$ cat config.mk
export PLATFORM = sky130hd
export DESIGN_NAME = gbe_csr
export DESIGN_NICKNAME = d
export VERILOG_FILES = /design/src/design/granule_block_encrypt_assert.svh /design/src/design/gbe_pkg.sv /design/src/design/gbe_csr.sv
export SDC_FILE = /design/constraint.sdc
export NUM_CORES = 1
export LEC_CHECK = 0
export BUFFER_PORTS_ARGS = -buffer_cell sky130_fd_sc_hd__buf_2
export CAP_MARGIN = 20
export CORE_MARGIN = 2
export CORE_UTILIZATION = 49
export CTS_BUF_LIST = sky130_fd_sc_hd__clkbuf_2 sky130_fd_sc_hd__clkbuf_4 sky130_fd_sc_hd__clkbuf_8
export DETAILED_ROUTE_END_ITERATION = 10
export MAX_ROUTING_LAYER = met4
export PLACE_DENSITY = 0.82
export SLEW_MARGIN = 25
export SYNTH_ARGS = -nofsm -noshare
export SYNTH_HDL_FRONTEND = slang
export SYNTH_SLANG_ARGS = --single-unit
$ cat constraint.sdc
create_clock -name clock -period 1.5 [get_ports clock]
set_input_delay 0.225 -clock clock [delete_from_list [all_inputs] [get_ports clock]]
set_output_delay 0.225 -clock clock [all_outputs]
set_load 0.01 [all_outputs]
$ cat src/design/granule_block_encrypt_assert.svh
// Assertion macros shared by the granule block encrypt RTL.
// No dependencies; the bodies are empty when SYNTHESIS is defined.
`ifndef GRANULE_BLOCK_ENCRYPT_ASSERT_SVH
`define GRANULE_BLOCK_ENCRYPT_ASSERT_SVH

`ifndef SYNTHESIS
// General clocked property with a synchronous reset that disables it.
`define GBE_ASSERT(name, clk, rst, prop, msg) \
   name: assert property (@(posedge clk) disable iff (rst) prop) else $error(msg);
// Antecedent in this cycle implies the consequent in the next cycle.
`define GBE_ASSERT_NEXT(name, clk, rst, ante, cons, msg) \
   name: assert property (@(posedge clk) disable iff (rst) (ante) |=> (cons)) else $error(msg);
`else
`define GBE_ASSERT(name, clk, rst, prop, msg)
`define GBE_ASSERT_NEXT(name, clk, rst, ante, cons, msg)
`endif

`endif

$ cat src/design/gbe_pkg.sv
// Shared types, constants and round functions of the granule block encrypt core.
// Used by gbe_csr, gbe_round and granule_block_encrypt; no dependencies.
package gbe_pkg;

   localparam int ROUND_COUNT_DEF = 32;
   localparam int ROUND_IDX_WIDTH = 5;
   localparam int HALF_WIDTH      = 32;
   localparam int BLOCK_WIDTH     = 64;
   localparam int KEY_WIDTH       = 128;
   localparam int REG_WIDTH       = 64;

   // Register map: 64-bit registers at byte addresses 0 and 8.
   localparam int CSR_ADDR_WIDTH = 4;
   localparam int REG_SEL_BIT    = 3;
   localparam logic REG_KEY_LOW  = 1'b0;
   localparam logic REG_KEY_HIGH = 1'b1;

   localparam logic [REG_WIDTH-1:0] KEY_LOW_RESET  = 64'hfedc_ba98_7654_3210;
   localparam logic [REG_WIDTH-1:0] KEY_HIGH_RESET = 64'h0123_4567_89ab_cdee;

   localparam logic [3:0] SBOX [16] = '{
      4'd14, 4'd7, 4'd8, 4'd4, 4'd1, 4'd9, 4'd2, 4'd15,
      4'd5, 4'd10, 4'd11, 4'd0, 4'd6, 4'd12, 4'd13, 4'd3
   };
   localparam logic [2:0] PERM [8] = '{3'd4, 3'd0, 3'd3, 3'd1, 3'd6, 3'd2, 3'd7, 3'd5};

   localparam int KEY_ROT = 31;

   typedef struct packed {
      logic [HALF_WIDTH-1:0] half_hi;
      logic [HALF_WIDTH-1:0] half_lo;
      logic [KEY_WIDTH-1:0]  key;
   } stage_type;

   // Nibble permutation, S-box layer and the two rotations of the round function.
   function automatic logic [HALF_WIDTH-1:0] round_fn(input logic [HALF_WIDTH-1:0] hi);
      logic [3:0]            moved [8];
      logic [HALF_WIDTH-1:0] w;
      for (int i = 0; i < 8; i++) begin
         moved[PERM[i]] = hi[4*i +: 4];
      end
      for (int j = 0; j < 8; j++) begin
         w[4*j +: 4] = SBOX[moved[j]];
      end
      return {w[HALF_WIDTH-3:0], w[HALF_WIDTH-1:HALF_WIDTH-2]} ^
             {w[6:0], w[HALF_WIDTH-1:7]};
   endfunction

   // One key schedule update: rotate left by 31, substitute the two low
   // nibbles, then fold the round number into the upper word.
   function automatic logic [KEY_WIDTH-1:0] key_step(input logic [KEY_WIDTH-1:0] key,
                                                      input logic [ROUND_IDX_WIDTH-1:0] rnd);
      logic [KEY_WIDTH-1:0] r;
      r = {key[KEY_WIDTH-1-KEY_ROT:0], key[KEY_WIDTH-1:KEY_WIDTH-KEY_ROT]};
      r[3:0] = SBOX[r[3:0]];
      r[7:4] = SBOX[r[7:4]];
      r[REG_WIDTH +: REG_WIDTH] = r[REG_WIDTH +: REG_WIDTH] ^
                                  {{(REG_WIDTH-ROUND_IDX_WIDTH-2){1'b0}}, rnd, 2'b00};
      return r;
   endfunction

endpackage

$ cat src/design/gbe_csr.sv
// Key register file with an APB-style access port.
// Depends on gbe_pkg for the register map and reset values.
module gbe_csr (
   input  logic                              clock,
   input  logic                              reset,
   input  logic                              csr_psel,
   input  logic                              csr_penable,
   input  logic                              csr_pwrite,
   input  logic [gbe_pkg::CSR_ADDR_WIDTH-1:0] csr_paddr,
   input  logic [gbe_pkg::REG_WIDTH-1:0]      csr_pwdata,
   output logic [gbe_pkg::REG_WIDTH-1:0]      csr_prdata,
   output logic                              csr_pready,
   output logic [gbe_pkg::REG_WIDTH-1:0]      key_low,
   output logic [gbe_pkg::REG_WIDTH-1:0]      key_high
);
   import gbe_pkg::*;

   logic [REG_WIDTH-1:0] key_low_ff, key_low_in;
   logic [REG_WIDTH-1:0] key_high_ff, key_high_in;
   logic                 wr_en;

   assign csr_pready = 1'b1;
   assign wr_en      = csr_psel && csr_penable && csr_pwrite;

   always_comb begin
      key_low_in  = key_low_ff;
      key_high_in = key_high_ff;
      if (wr_en) begin
         unique case (csr_paddr[REG_SEL_BIT])
            REG_KEY_LOW:  key_low_in  = csr_pwdata;
            REG_KEY_HIGH: key_high_in = csr_pwdata;
            default:      key_low_in  = key_low_ff;
         endcase
      end
   end

   always_comb begin
      unique case (csr_paddr[REG_SEL_BIT])
         REG_KEY_LOW:  csr_prdata = key_low_ff;
         REG_KEY_HIGH: csr_prdata = key_high_ff;
         default:      csr_prdata = '0;
      endcase
   end

   always_ff @(posedge clock) begin
      if (reset) begin
         key_low_ff  <= KEY_LOW_RESET;
         key_high_ff <= KEY_HIGH_RESET;
      end else begin
         key_low_ff  <= key_low_in;
         key_high_ff <= key_high_in;
      end
   end

   assign key_low  = key_low_ff;
   assign key_high = key_high_ff;

endmodule

# Word level (Yosys, flattened, before mapping)
# Index checks and enable logic that the tools add are counted.
# totals
inputBits	73
reg_bits	128
memories	0
latchBits	0
wordCells	8
out_inout_bits	193
romBits	0
ram_bits	0
# classes
n_lt_le_gt_ge	0
bitwise_logic	1
reduce_logical	4
mul	0
mux	1
eq_ne	0
shifts	0
n_addsub	0
div_mod_pow	0
# op_table
cell	n
$pmux 64 s2	1
$reduce_and 2->1	2
$logic_and 1x1->1	2
$not 1->1	1

# Logic depth before layout (Yosys ltp)
# depth
ltp_word	3
ltp_mapped	5
ltp_nobuf	2

# Worst setup path before layout
# OpenSTA, ideal clock, no wires.
# synth_path
kind	input to output
start	input port csr_paddr[3] (netlist name)
end	output port csr_prdata[10] (netlist name)
t_required_ns	1.275
t_arrival_ns	0.946
slack_ns	0.329
n_path_buf	2
path_stages	3
cell_sequence	buf_2 buf_4 mux2_2
# synth_between
elab_chain_len	2
# synth_lines
element	line	text
from (decl)	gbe_csr.sv:9	input logic [gbe_pkg::CSR_ADDR_WIDTH-1:0] csr_paddr,
$not 1->1 (no source line)	-	
$pmux 64 s2 *	gbe_csr.sv:38	unique case (csr_paddr[REG_SEL_BIT])
to (decl)	gbe_csr.sv:11	output logic [gbe_pkg::REG_WIDTH-1:0] csr_prdata,
# Mark *: on every way between the ends. The rest lies on a longest branch, timed or not.

# Final worst setup path
# layout_path
start	register key_high_ff[22] (netlist: key_high[22])
end	output port csr_prdata[22] (netlist name)
# layout_between
elab_chain_len	1
# layout_lines
element	line	text
from (decl)	gbe_csr.sv:19	logic [REG_WIDTH-1:0] key_high_ff, key_high_in;
from (signal assigned)	gbe_csr.sv:51	key_high_ff <= key_high_in;
$pmux 64 s2	gbe_csr.sv:38	
# No other way between the ends.

==> run metrics <==
Post-CTS Resized=0; vias in the first global route=4,558; clock buffer depth=2; Final #Nets=944; crit end category=output pin; maximum vdd drop=598 µV; worst-path fanout max=3; hold_buf cts=0; Hold Crit Class=in2reg; Area Overhead vs Synth=28.9%; Power Density=920 nW/µm²; floorplan core area=12,500 µm²; max cap viols=0; P_int=5.52 mW; Setup Fix Bufs, Post-CTS=0; CP Data Required Time=1.27 ns; most frequent cells in the layout=buf_2 (260), nand2b_1 (129), mux2i_1 (128), dfxtp_1 (128), nor2_1 (126); WHS Path Cells=3; drt wl/cell=13.1 µm; clk slew on worst S/H paths=0.07 ns; crit path kind=reg2out; worst skew pair latency=0.42 ns; Seq cells post-synth=128; Sink Count=128; commonest non-fill, non-tap cell in the layout=buf_2; Max Transition Viols Final=0; Post-Syn Area=6200 µm²; grt ovf=0; Total Neg Setup Slack=0 ns; PortBufs=261; die outline height=116 µm; WL final=13.8 mm; Post-Layout Inst Area=7990 µm²; clock skew=0 ns; first-pass GRT wire length=21.7 mm; Gate power share=13.3%; power share of the clock group=38.6%; crit path DAT=1.17 ns; Register-to-Register Path Depth=2; Flop pwr share=48.1%; TritonRoute pass-1 iters=5; max frequency=716 MHz; status=completed; chip width=116 µm; Static Leak=3.33 nW; CTS tree=built; Startpoint Class=flop; Yosys cell types=12; largest net degree at the start of global routing=76; vias per inst=4.80; Switching Share=24.9%; syn nets=701; synth warn=0; gpl congestion=0.811; CTS H-tree lvls=4; ANT cells=0; placed cell areas=7610 µm²; initial drt markers=246; clock buffer count from CTS=17; hold violation count in the final report=0; HPWL after detailed placement=9.94 mm; cells after synthesis=628; CTS Root Cell=clkbuf_8; ANT nets after route=0; Starting Density=49.7%; fraction of layout cells with a size suffix above 1=42.1%; Ports=266; fin crit share=93.2%; total number of vias=5,064; Rows=41; post-route minimum period=1.40 ns; die area=13,600 µm²; initial antenna violation count=0; total track usage=20.8%; endpoints failing setup=0; drc violations=0; post-synthesis sequential area ratio=41.3%; RSZ-0062 raised after global routing=no; sw power=1.83 mW; Avg Cell Area, Syn=9.87 µm²
[final cells by class]
class                      count  area, µm²
sequential                   128       2560
timing repair buffer         274       1520
clock buffer                  20        263
multi-input combinational    450       3310
clock inverter                12        118
tap                          172        215
fill                        1061       4470
[Yosys cell counts]
library cell  count  area, µm²
and4b_1           1       10.0
and4_1            1       8.76
mux2_2           64        721
mux2i_1         128       1280
buf_4             9       67.6
dfxtp_1         128       2560
conb_1            1       3.75
buf_6            13        146
buf_2            10       50.1
clkbuf_1         18       67.6
nor2_1          126        473
nand2b_1        129        807
[sequential cells by signal, summed over array words and instances (netlist names)]
signal and count:
key_high 64, key_low 64
[through the flow]
step / setup slack (ns) / total power, mW / cells / hold WS [ns] / util, %
final: 0.103 / 7.35 / 1056 / 0.0657 / 64.1
after global routing: 0.0278 / 7.68 / 1056 / 0.0269 / 64.1
after CTS: 0.0622 / 7.44 / 1056 / 0.0311 / 64.1
after detailed placement: 0.128 / 4.60 / 1024 / 0.475 / 61.1
after global placement: 0.139 / 4.58 / 1024 / 0.468 / 61.1
after floorplan: 0.329 / 4.23 / 628 / 0.380 / -
[worst paths after layout]
check / startpoint / end / slack (ns)
worst min register to register: key_high[36]$_SDFFE_PP0P_ / key_high[36]$_SDFFE_PP0P_ / 0.48
worst max-delay path: key_high[22]$_SDFFE_PP0P_ / csr_prdata[22] / 0.10
worst max register to register: key_high[52]$_SDFFE_PP0P_ / key_high[52]$_SDFFE_PP0P_ / 0.85
worst min-delay path: csr_pwdata[6] / key_low[6]$_SDFFE_PP0P_ / 0.07
[worst max-delay path: stages (launching register included)]
cell     delay (ns)
dfxtp_1        0.33
mux2_2         0.28
buf_2          0.14
[logic make-up (layout without fill, tap and decap cells)]
family / Yosys count / count (layout) / synth area share (%)
buf+inv: 50 / 306 / 5.35
other cells: 1 / 1 / 0.0605
mux: 192 / 192 / 32.3
flops: 128 / 128 / 41.3
simple gates: 257 / 257 / 21.0
[power groups by stage]
stage                     Sequential [mW]  Clock [mW]  Combinational, mW
after floorplan                      3.63           0              0.594
after global placement               3.61           0              0.970
after detailed placement             3.61           0              0.988
after CTS                            3.53        2.92              0.992
after global routing                 3.54        3.06               1.08
final                                3.53        2.84              0.981
[routing by layer]
| metal | part of all wire [%] | GRT usage, % |
|---|---|---|
| met1 | 42 | 23.7 |
| met2 | 51 | 35.3 |
| met3 | 5.4 | 5.50 |
| met4 | 1.3 | 7.38 |
| met5 | 0 | - |
No activity file was read; power rests on OpenSTA's default activity.
