--- src/design/granule_block_encrypt_assert.svh ---
// Assertion macros shared by the granule block encrypt RTL.
// No dependencies; the bodies are empty when SYNTHESIS is defined.
`ifndef GRANULE_BLOCK_ENCRYPT_ASSERT_SVH
`define GRANULE_BLOCK_ENCRYPT_ASSERT_SVH

`ifndef SYNTHESIS
// General clocked property with a synchronous reset that disables it.
`define GBE_ASSERT(name, clk, rst, prop, msg) \
   name: assert property (@(posedge clk) disable iff (rst) prop) else $error(msg);
// Antecedent in this cycle implies the consequent in the next cycle.
`define GBE_ASSERT_NEXT(name, clk, rst, ante, cons, msg) \
   name: assert property (@(posedge clk) disable iff (rst) (ante) |=> (cons)) else $error(msg);
`else
`define GBE_ASSERT(name, clk, rst, prop, msg)
`define GBE_ASSERT_NEXT(name, clk, rst, ante, cons, msg)
`endif

`endif

--- src/design/gbe_pkg.sv ---
// Shared types, constants and round functions of the granule block encrypt core.
// Used by gbe_csr, gbe_round and granule_block_encrypt; no dependencies.
package gbe_pkg;

   localparam int ROUND_COUNT_DEF = 32;
   localparam int ROUND_IDX_WIDTH = 5;
   localparam int HALF_WIDTH      = 32;
   localparam int BLOCK_WIDTH     = 64;
   localparam int KEY_WIDTH       = 128;
   localparam int REG_WIDTH       = 64;

   // Register map: 64-bit registers at byte addresses 0 and 8.
   localparam int CSR_ADDR_WIDTH = 4;
   localparam int REG_SEL_BIT    = 3;
   localparam logic REG_KEY_LOW  = 1'b0;
   localparam logic REG_KEY_HIGH = 1'b1;

   localparam logic [REG_WIDTH-1:0] KEY_LOW_RESET  = 64'hfedc_ba98_7654_3210;
   localparam logic [REG_WIDTH-1:0] KEY_HIGH_RESET = 64'h0123_4567_89ab_cdee;

   localparam logic [3:0] SBOX [16] = '{
      4'd14, 4'd7, 4'd8, 4'd4, 4'd1, 4'd9, 4'd2, 4'd15,
      4'd5, 4'd10, 4'd11, 4'd0, 4'd6, 4'd12, 4'd13, 4'd3
   };
   localparam logic [2:0] PERM [8] = '{3'd4, 3'd0, 3'd3, 3'd1, 3'd6, 3'd2, 3'd7, 3'd5};

   localparam int KEY_ROT = 31;

   typedef struct packed {
      logic [HALF_WIDTH-1:0] half_hi;
      logic [HALF_WIDTH-1:0] half_lo;
      logic [KEY_WIDTH-1:0]  key;
   } stage_type;

   // Nibble permutation, S-box layer and the two rotations of the round function.
   function automatic logic [HALF_WIDTH-1:0] round_fn(input logic [HALF_WIDTH-1:0] hi);
      logic [3:0]            moved [8];
      logic [HALF_WIDTH-1:0] w;
      for (int i = 0; i < 8; i++) begin
         moved[PERM[i]] = hi[4*i +: 4];
      end
      for (int j = 0; j < 8; j++) begin
         w[4*j +: 4] = SBOX[moved[j]];
      end
      return {w[HALF_WIDTH-3:0], w[HALF_WIDTH-1:HALF_WIDTH-2]} ^
             {w[6:0], w[HALF_WIDTH-1:7]};
   endfunction

   // One key schedule update: rotate left by 31, substitute the two low
   // nibbles, then fold the round number into the upper word.
   function automatic logic [KEY_WIDTH-1:0] key_step(input logic [KEY_WIDTH-1:0] key,
                                                      input logic [ROUND_IDX_WIDTH-1:0] rnd);
      logic [KEY_WIDTH-1:0] r;
      r = {key[KEY_WIDTH-1-KEY_ROT:0], key[KEY_WIDTH-1:KEY_WIDTH-KEY_ROT]};
      r[3:0] = SBOX[r[3:0]];
      r[7:4] = SBOX[r[7:4]];
      r[REG_WIDTH +: REG_WIDTH] = r[REG_WIDTH +: REG_WIDTH] ^
                                  {{(REG_WIDTH-ROUND_IDX_WIDTH-2){1'b0}}, rnd, 2'b00};
      return r;
   endfunction

endpackage

--- src/design/gbe_round.sv ---
// One registered cipher round with its key schedule update and stall control.
// Depends on gbe_pkg and the assertion macros in granule_block_encrypt_assert.svh.
`include "granule_block_encrypt_assert.svh"

module gbe_round #(
   parameter int ROUND_IDX = 0
) (
   input  logic               clock,
   input  logic               reset,
   input  logic               in_valid,
   output logic               in_ready,
   input  gbe_pkg::stage_type in_data,
   output logic               out_valid,
   input  logic               out_ready,
   output gbe_pkg::stage_type out_data
);
   import gbe_pkg::*;

   localparam logic [ROUND_IDX_WIDTH-1:0] RND = ROUND_IDX_WIDTH'(ROUND_IDX);

   logic      valid_ff, valid_in;
   stage_type data_ff, data_in;
   logic      load;

   // The stage takes a new item whenever it is empty or its content moves on.
   assign in_ready = !valid_ff || out_ready;
   assign load     = in_valid && in_ready;

   always_comb begin
      data_in.half_hi = in_data.half_lo ^ round_fn(in_data.half_hi) ^
                        in_data.key[HALF_WIDTH-1:0];
      data_in.half_lo = in_data.half_hi;
      data_in.key     = key_step(in_data.key, RND);
      valid_in        = in_ready ? in_valid : valid_ff;
   end

   always_ff @(posedge clock) begin
      if (reset) begin
         valid_ff <= 1'b0;
      end else begin
         valid_ff <= valid_in;
      end
   end

   always_ff @(posedge clock) begin
      if (load) begin
         data_ff <= data_in;
      end
   end

   assign out_valid = valid_ff;
   assign out_data  = data_ff;

   `GBE_ASSERT_NEXT(a_stall_holds, clock, reset, valid_ff && !out_ready, valid_ff && $stable(data_ff), "stalled stage lost or changed its item")
   `GBE_ASSERT_NEXT(a_load_fills, clock, reset, load, valid_ff, "loaded item did not appear in stage")
   `GBE_ASSERT_NEXT(a_drain_empties, clock, reset, valid_ff && out_ready && !in_valid, !valid_ff, "drained stage still shows an item")

endmodule

--- config.mk ---
export PLATFORM = sky130hd
export DESIGN_NAME = gbe_round
export DESIGN_NICKNAME = d
export VERILOG_FILES = /design/src/design/gbe_pkg.sv /design/src/design/gbe_round.sv
export VERILOG_INCLUDE_DIRS = /design/src /design/src/design
export SDC_FILE = /design/constraint.sdc
export NUM_CORES = 1
export LEC_CHECK = 0
export BUFFER_PORTS_ARGS = -buffer_cell sky130_fd_sc_hd__clkbuf_2
export CORE_UTILIZATION = 25
export CTS_BUF_LIST = sky130_fd_sc_hd__clkbuf_16
export CTS_CLUSTER_SIZE = 28
export DETAILED_ROUTE_END_ITERATION = 6
export REMOVE_ABC_BUFFERS = 1
export SLEW_MARGIN = 20
export SYNTH_ARGS = -nofsm -noshare
export SYNTH_HDL_FRONTEND = slang
export SYNTH_SLANG_ARGS = --single-unit
--- constraint.sdc ---
create_clock -name clock -period 9.95 [get_ports clock]
set_clock_uncertainty 0.15 [all_clocks]
set_input_delay 0.995 -clock clock [delete_from_list [all_inputs] [get_ports clock]]
set_output_delay 0.995 -clock clock [all_outputs]
set_load 0.02 [all_outputs]
# Yosys cells after proc, flatten, opt, wreduce, memory -nomap -nowiden
# Memory sizes are Yosys's and may differ from the RTL's. A register that Yosys moved wholly into a read port is not among the register bits.
# Index checks and enable logic that the tools add are counted.
dict set report classes {
  reduce_logical 3
  n_lt_le_gt_ge 10
  n_bitwise 13
  muxes 20
}
# operator count
set ops {}
lappend ops {{bitwise XOR 32 bit} 3}
lappend ops {{two-way mux 4 bit} 20}
lappend ops {{greater-or-equal comparator 5 bit, second input constant} 10}
lappend ops {{NOT 4 -> 5 bit} 10}
lappend ops {{logical AND 1 bit} 1}
lappend ops {{zero test 1 bit} 1}
lappend ops {{logical OR 1 bit} 1}
dict set report word_totals {
  memories 10
  romBits 640
  ff_bits 193
}
# memory words width read_ports rd_clocked_by_memory_dff write_ports line_no
set mem_list {}
lappend mem_list {{(no name shown)} 16 4 1 1 0 gbe_pkg.sv:56} ;# r[7:4] = SBOX[r[7:4]];
lappend mem_list {{(no name shown)} 16 4 1 1 0 gbe_pkg.sv:55} ;# r[3:0] = SBOX[r[3:0]];
lappend mem_list {{(no name shown)} 16 4 1 0 0 gbe_pkg.sv:43} ;# w[4*j +: 4] = SBOX[moved[j]];
lappend mem_list {{(no name shown)} 16 4 1 0 0 gbe_pkg.sv:43}
lappend mem_list {{(no name shown)} 16 4 1 0 0 gbe_pkg.sv:43}
lappend mem_list {{(no name shown)} 16 4 1 0 0 gbe_pkg.sv:43}
lappend mem_list {{4 more memories} - - - - - -}

# Longest topological paths before layout
dict set report depth {
  word_depth 7
  depth_mapped 6
  mapped_depth_nobuf 6
}

# Worst setup path after synthesis
# No wires, ideal clock.
dict set report synth_path {
  path_type {input -> register}
  startpoint {input out_ready}
  endpoint {register out_data[0] (netlist name)}
  path_buffers 0
  path_stages 2
  t_arrival_ns 5.671
  required_ns 9.225
  slack_ns 3.553
  cell_sequence {nand2b_1 > and2_1}
}
dict set report synth_via {
  elab_chain_len 2
}
# element line_no
set synth_lines {}
lappend synth_lines {{start, declared} gbe_round.sv:14} ;# input logic out_ready,
lappend synth_lines {{logical OR 1 bit} gbe_round.sv:26} ;# assign in_ready = !valid_ff || out_ready;
lappend synth_lines {{logical AND 1 bit} gbe_round.sv:27} ;# assign load = in_valid && in_ready;
lappend synth_lines {{via load} gbe_round.sv:23} ;# logic load;
# The timed path passes the listed nets, and every way through them passes these cells.
# A chain may end at the register's enable or synchronous reset.

# Worst setup path after layout
dict set report layout_path {
  startpoint {input out_ready}
  endpoint {output in_ready}
}
dict set report layout_via {
  elab_chain_len 1
}
# element line_no
set layout_lines {}
lappend layout_lines {{logical OR 1 bit} gbe_round.sv:26}
lappend layout_lines {{end, declared} gbe_round.sv:11} ;# output logic in_ready,
# No other way between the ends.

==> metrics <==
routed len/inst 17.80 um; largest family of logic cells by synthesized area XOR/XNOR gates; largest delay contributor family on the critical path buffers and inverters; Slew @ Worst Pin 1145 ps; row count 66; synth warn 0; die area 34050 um^2; initial antenna violation count 0; Seq/Total Area, Yosys 0.6946; die height 184.5 um; final WL 23710 um; Post-Synth Adder-Cell Area 0.06309; global-route wire length before repair 33230 um; Synth top area share 0.6922; clock root cell clkbuf_16; IO Port Bufs 389; synthesis-to-finish area growth 36.50%; final worst setup slack 7401 ps; CP Class in2out; final setup vio count 0; gr ovfl total 0; Leak Pwr 4.959 nW; Post-CTS Setup Inserts 0; area of the core 32620 um^2; DRT Pass-1 Iters 4; CTS tree done; die width 184.5 um; NumNets Final 1115; Max-slew headroom 0.2364; Worst Path Max Fanout 3; Post-Synthesis Cell Area 8329 um^2; DR iter-0 viols 290; ANT cells 0; Synth Instances 477; cell taking the most area after synthesis edfxtp_1; Worst Hold Class reg2reg; Most Frequent Cell on Critical Path clkbuf_2; post-route ant nets 0; setup_tns 0 ps; Synth Area in XOR/XNOR 0.1340; CTS resizes 0; Crit path buffers/inverters 2; DRC 0; Max-cap violations 0; CP required 8810 ps; flops & latches, synth 193; hold buffers post-CTS 0; Vias 5348; Hold Violations, Final 0; routed vias/inst 4.015; FF/Latch Area 5786 um^2; Setup crit start kind input pin; mux contribution to synthesized area 0.03906; Starting Density 0.2554; CP endpoint kind output port; worst skew pair latency 440 ps; total CTS buffers 17; Final Max Tran Viols 0; CTS max path bufs 2; RSZ-0062 raised after global routing false; post-synthesis compound-gate area fraction 0.03094; Synth area leaders edfxtp_1 (69%), xnor2_1 (7.8%), ha_1 (6.3%); Post-Synth Simple-Gate Area 0.01667; pwr dens 181.9 nW/um^2; CP max stage delay 170 ps; Max IR drop VDD 0.1151 mV; pin count of the biggest net entering global routing 193; Yosys cell types 29; crit path max-delay cell type clkbuf_2; GRT Resource Usage Total 0.1385; number of fillers in the final layout 3197; fmax 392.3 MHz; multi-input logic area 2366 um^2; fraction of layout cells with a size suffix above 1 0.4888; outcome completed; CP Data Arrival Time 1400 ps; Tcrit/Tclk final 0.2562; Reg clk slew, reported paths 70 ps; post-layout utilization of the core 0.3486; Synth Area per Inst 17.46 um^2; fin crit period 2549 ps; GP Congestion 0.7582; I/O pin cnt 390; Detailed Place HPWL 18530 um; CTS H-Tree Depth 4; pre-CTS setup slack 6910 ps; number of global-route vias before repair 5379; clk sinks 193; worst path cell trace clkbuf_2 > nand2b_1 > clkbuf_2
[metrics by stage]
step,power (W),cell area (um^2),hold WS [ps],instances
finish,0.002068,11370,380.8,1332
detailed placement,0.001424,10810,373.0,1300
global placement,0.001420,10810,363.7,1300
floorplan,0.001256,8288,579.0,468
CTS,0.002110,11370,382.8,1332
global route,0.002159,11370,417.3,1332
[cells in the final DEF (no fill, tap or decap), types with 6 or more instances in the layout]
cell and instances:
clkbuf_16 17, xnor3_1 13, o32a_1 6, nand2_1 10, inv_1 38, xnor2_1 74, mux2i_1 10, o21ai_0 16
xor2_1 20, mux4_2 9, clkbuf_2 389, edfxtp_1 192, ha_1 42, nand2b_1 6, a21oi_1 10, nor2_1 6
[worst reg2reg max path, cell delays in order, from the launching register on]
cell and delay [ps]:
dfxtp_1 310, nand2b_1 110, and2_4 160, buf_12 690
[flip-flops by register name, summed over array words and instances (netlist names)]
register	cells
out_data	192
out_valid	1
[per-layer routing]
metal | vias up | track usage | share of wire
li1 | 2531 | - | -
met1 | 2566 | 0.1624 | 0.41
met2 | 230 | 0.2294 | 0.49
met3 | 21 | 0.04861 | 0.084
met4 | 0 | 0.05733 | 0.018
met5 | - | 0 | 0
[cells by family after synthesis]
| kind of cell | Yosys count |
|---|---|
| and+or+nand+nor | 28 |
| buffers and inverters | 46 |
| muxes | 21 |
| AOI/OAI and AO/OA | 40 |
| xor gates and xnor gates | 107 |
| adders and majority gates | 42 |
| DFF | 193 |
[cells in the mapped netlist (all sizes together)]
library cell / count
edfxtp: 192
xnor2: 74
ha: 42
inv: 37
xor2: 20
o21ai: 17
xnor3: 13
a21oi: 11
mux2i: 10
nand2: 10
mux4: 9
buf: 6
nand2b: 6
nor2: 6
o32a: 6
clkbuf: 3
o21a: 3
mux2: 2
nor2b: 2
a221oi: 1
and2: 1
and2b: 1
dfxtp: 1
nand3: 1
nor3: 1
o221ai: 1
o31ai: 1
[layout make-up]
cell class                 instances  area share
multi-input combinational        238      0.2081
timing repair buffer             390      0.1730
clock inverter                    15     0.01177
sequential                       193      0.5089
tap                              442     0.04864
inverter                          37     0.01222
clock buffer                      17     0.03742
[power breakdown]
group / internal [W] / switching (W)
combinational: 0.000157 / 0.000237
clock: 0.000348 / 0.000324
sequential: 0.000983 / 0.0000185
[final timing paths]
kind / from / end / slack, ps / cells after the start
worst max register to register: out_valid / out_data[31] / 7880 / 3
worst min-delay path: out_valid / out_valid / 380 / 2
worst min register to register: out_valid / out_valid / 380 / 2
worst max-delay path: out_ready / in_ready / 7400 / 3
No activity file was read; power rests on OpenSTA's default activity.
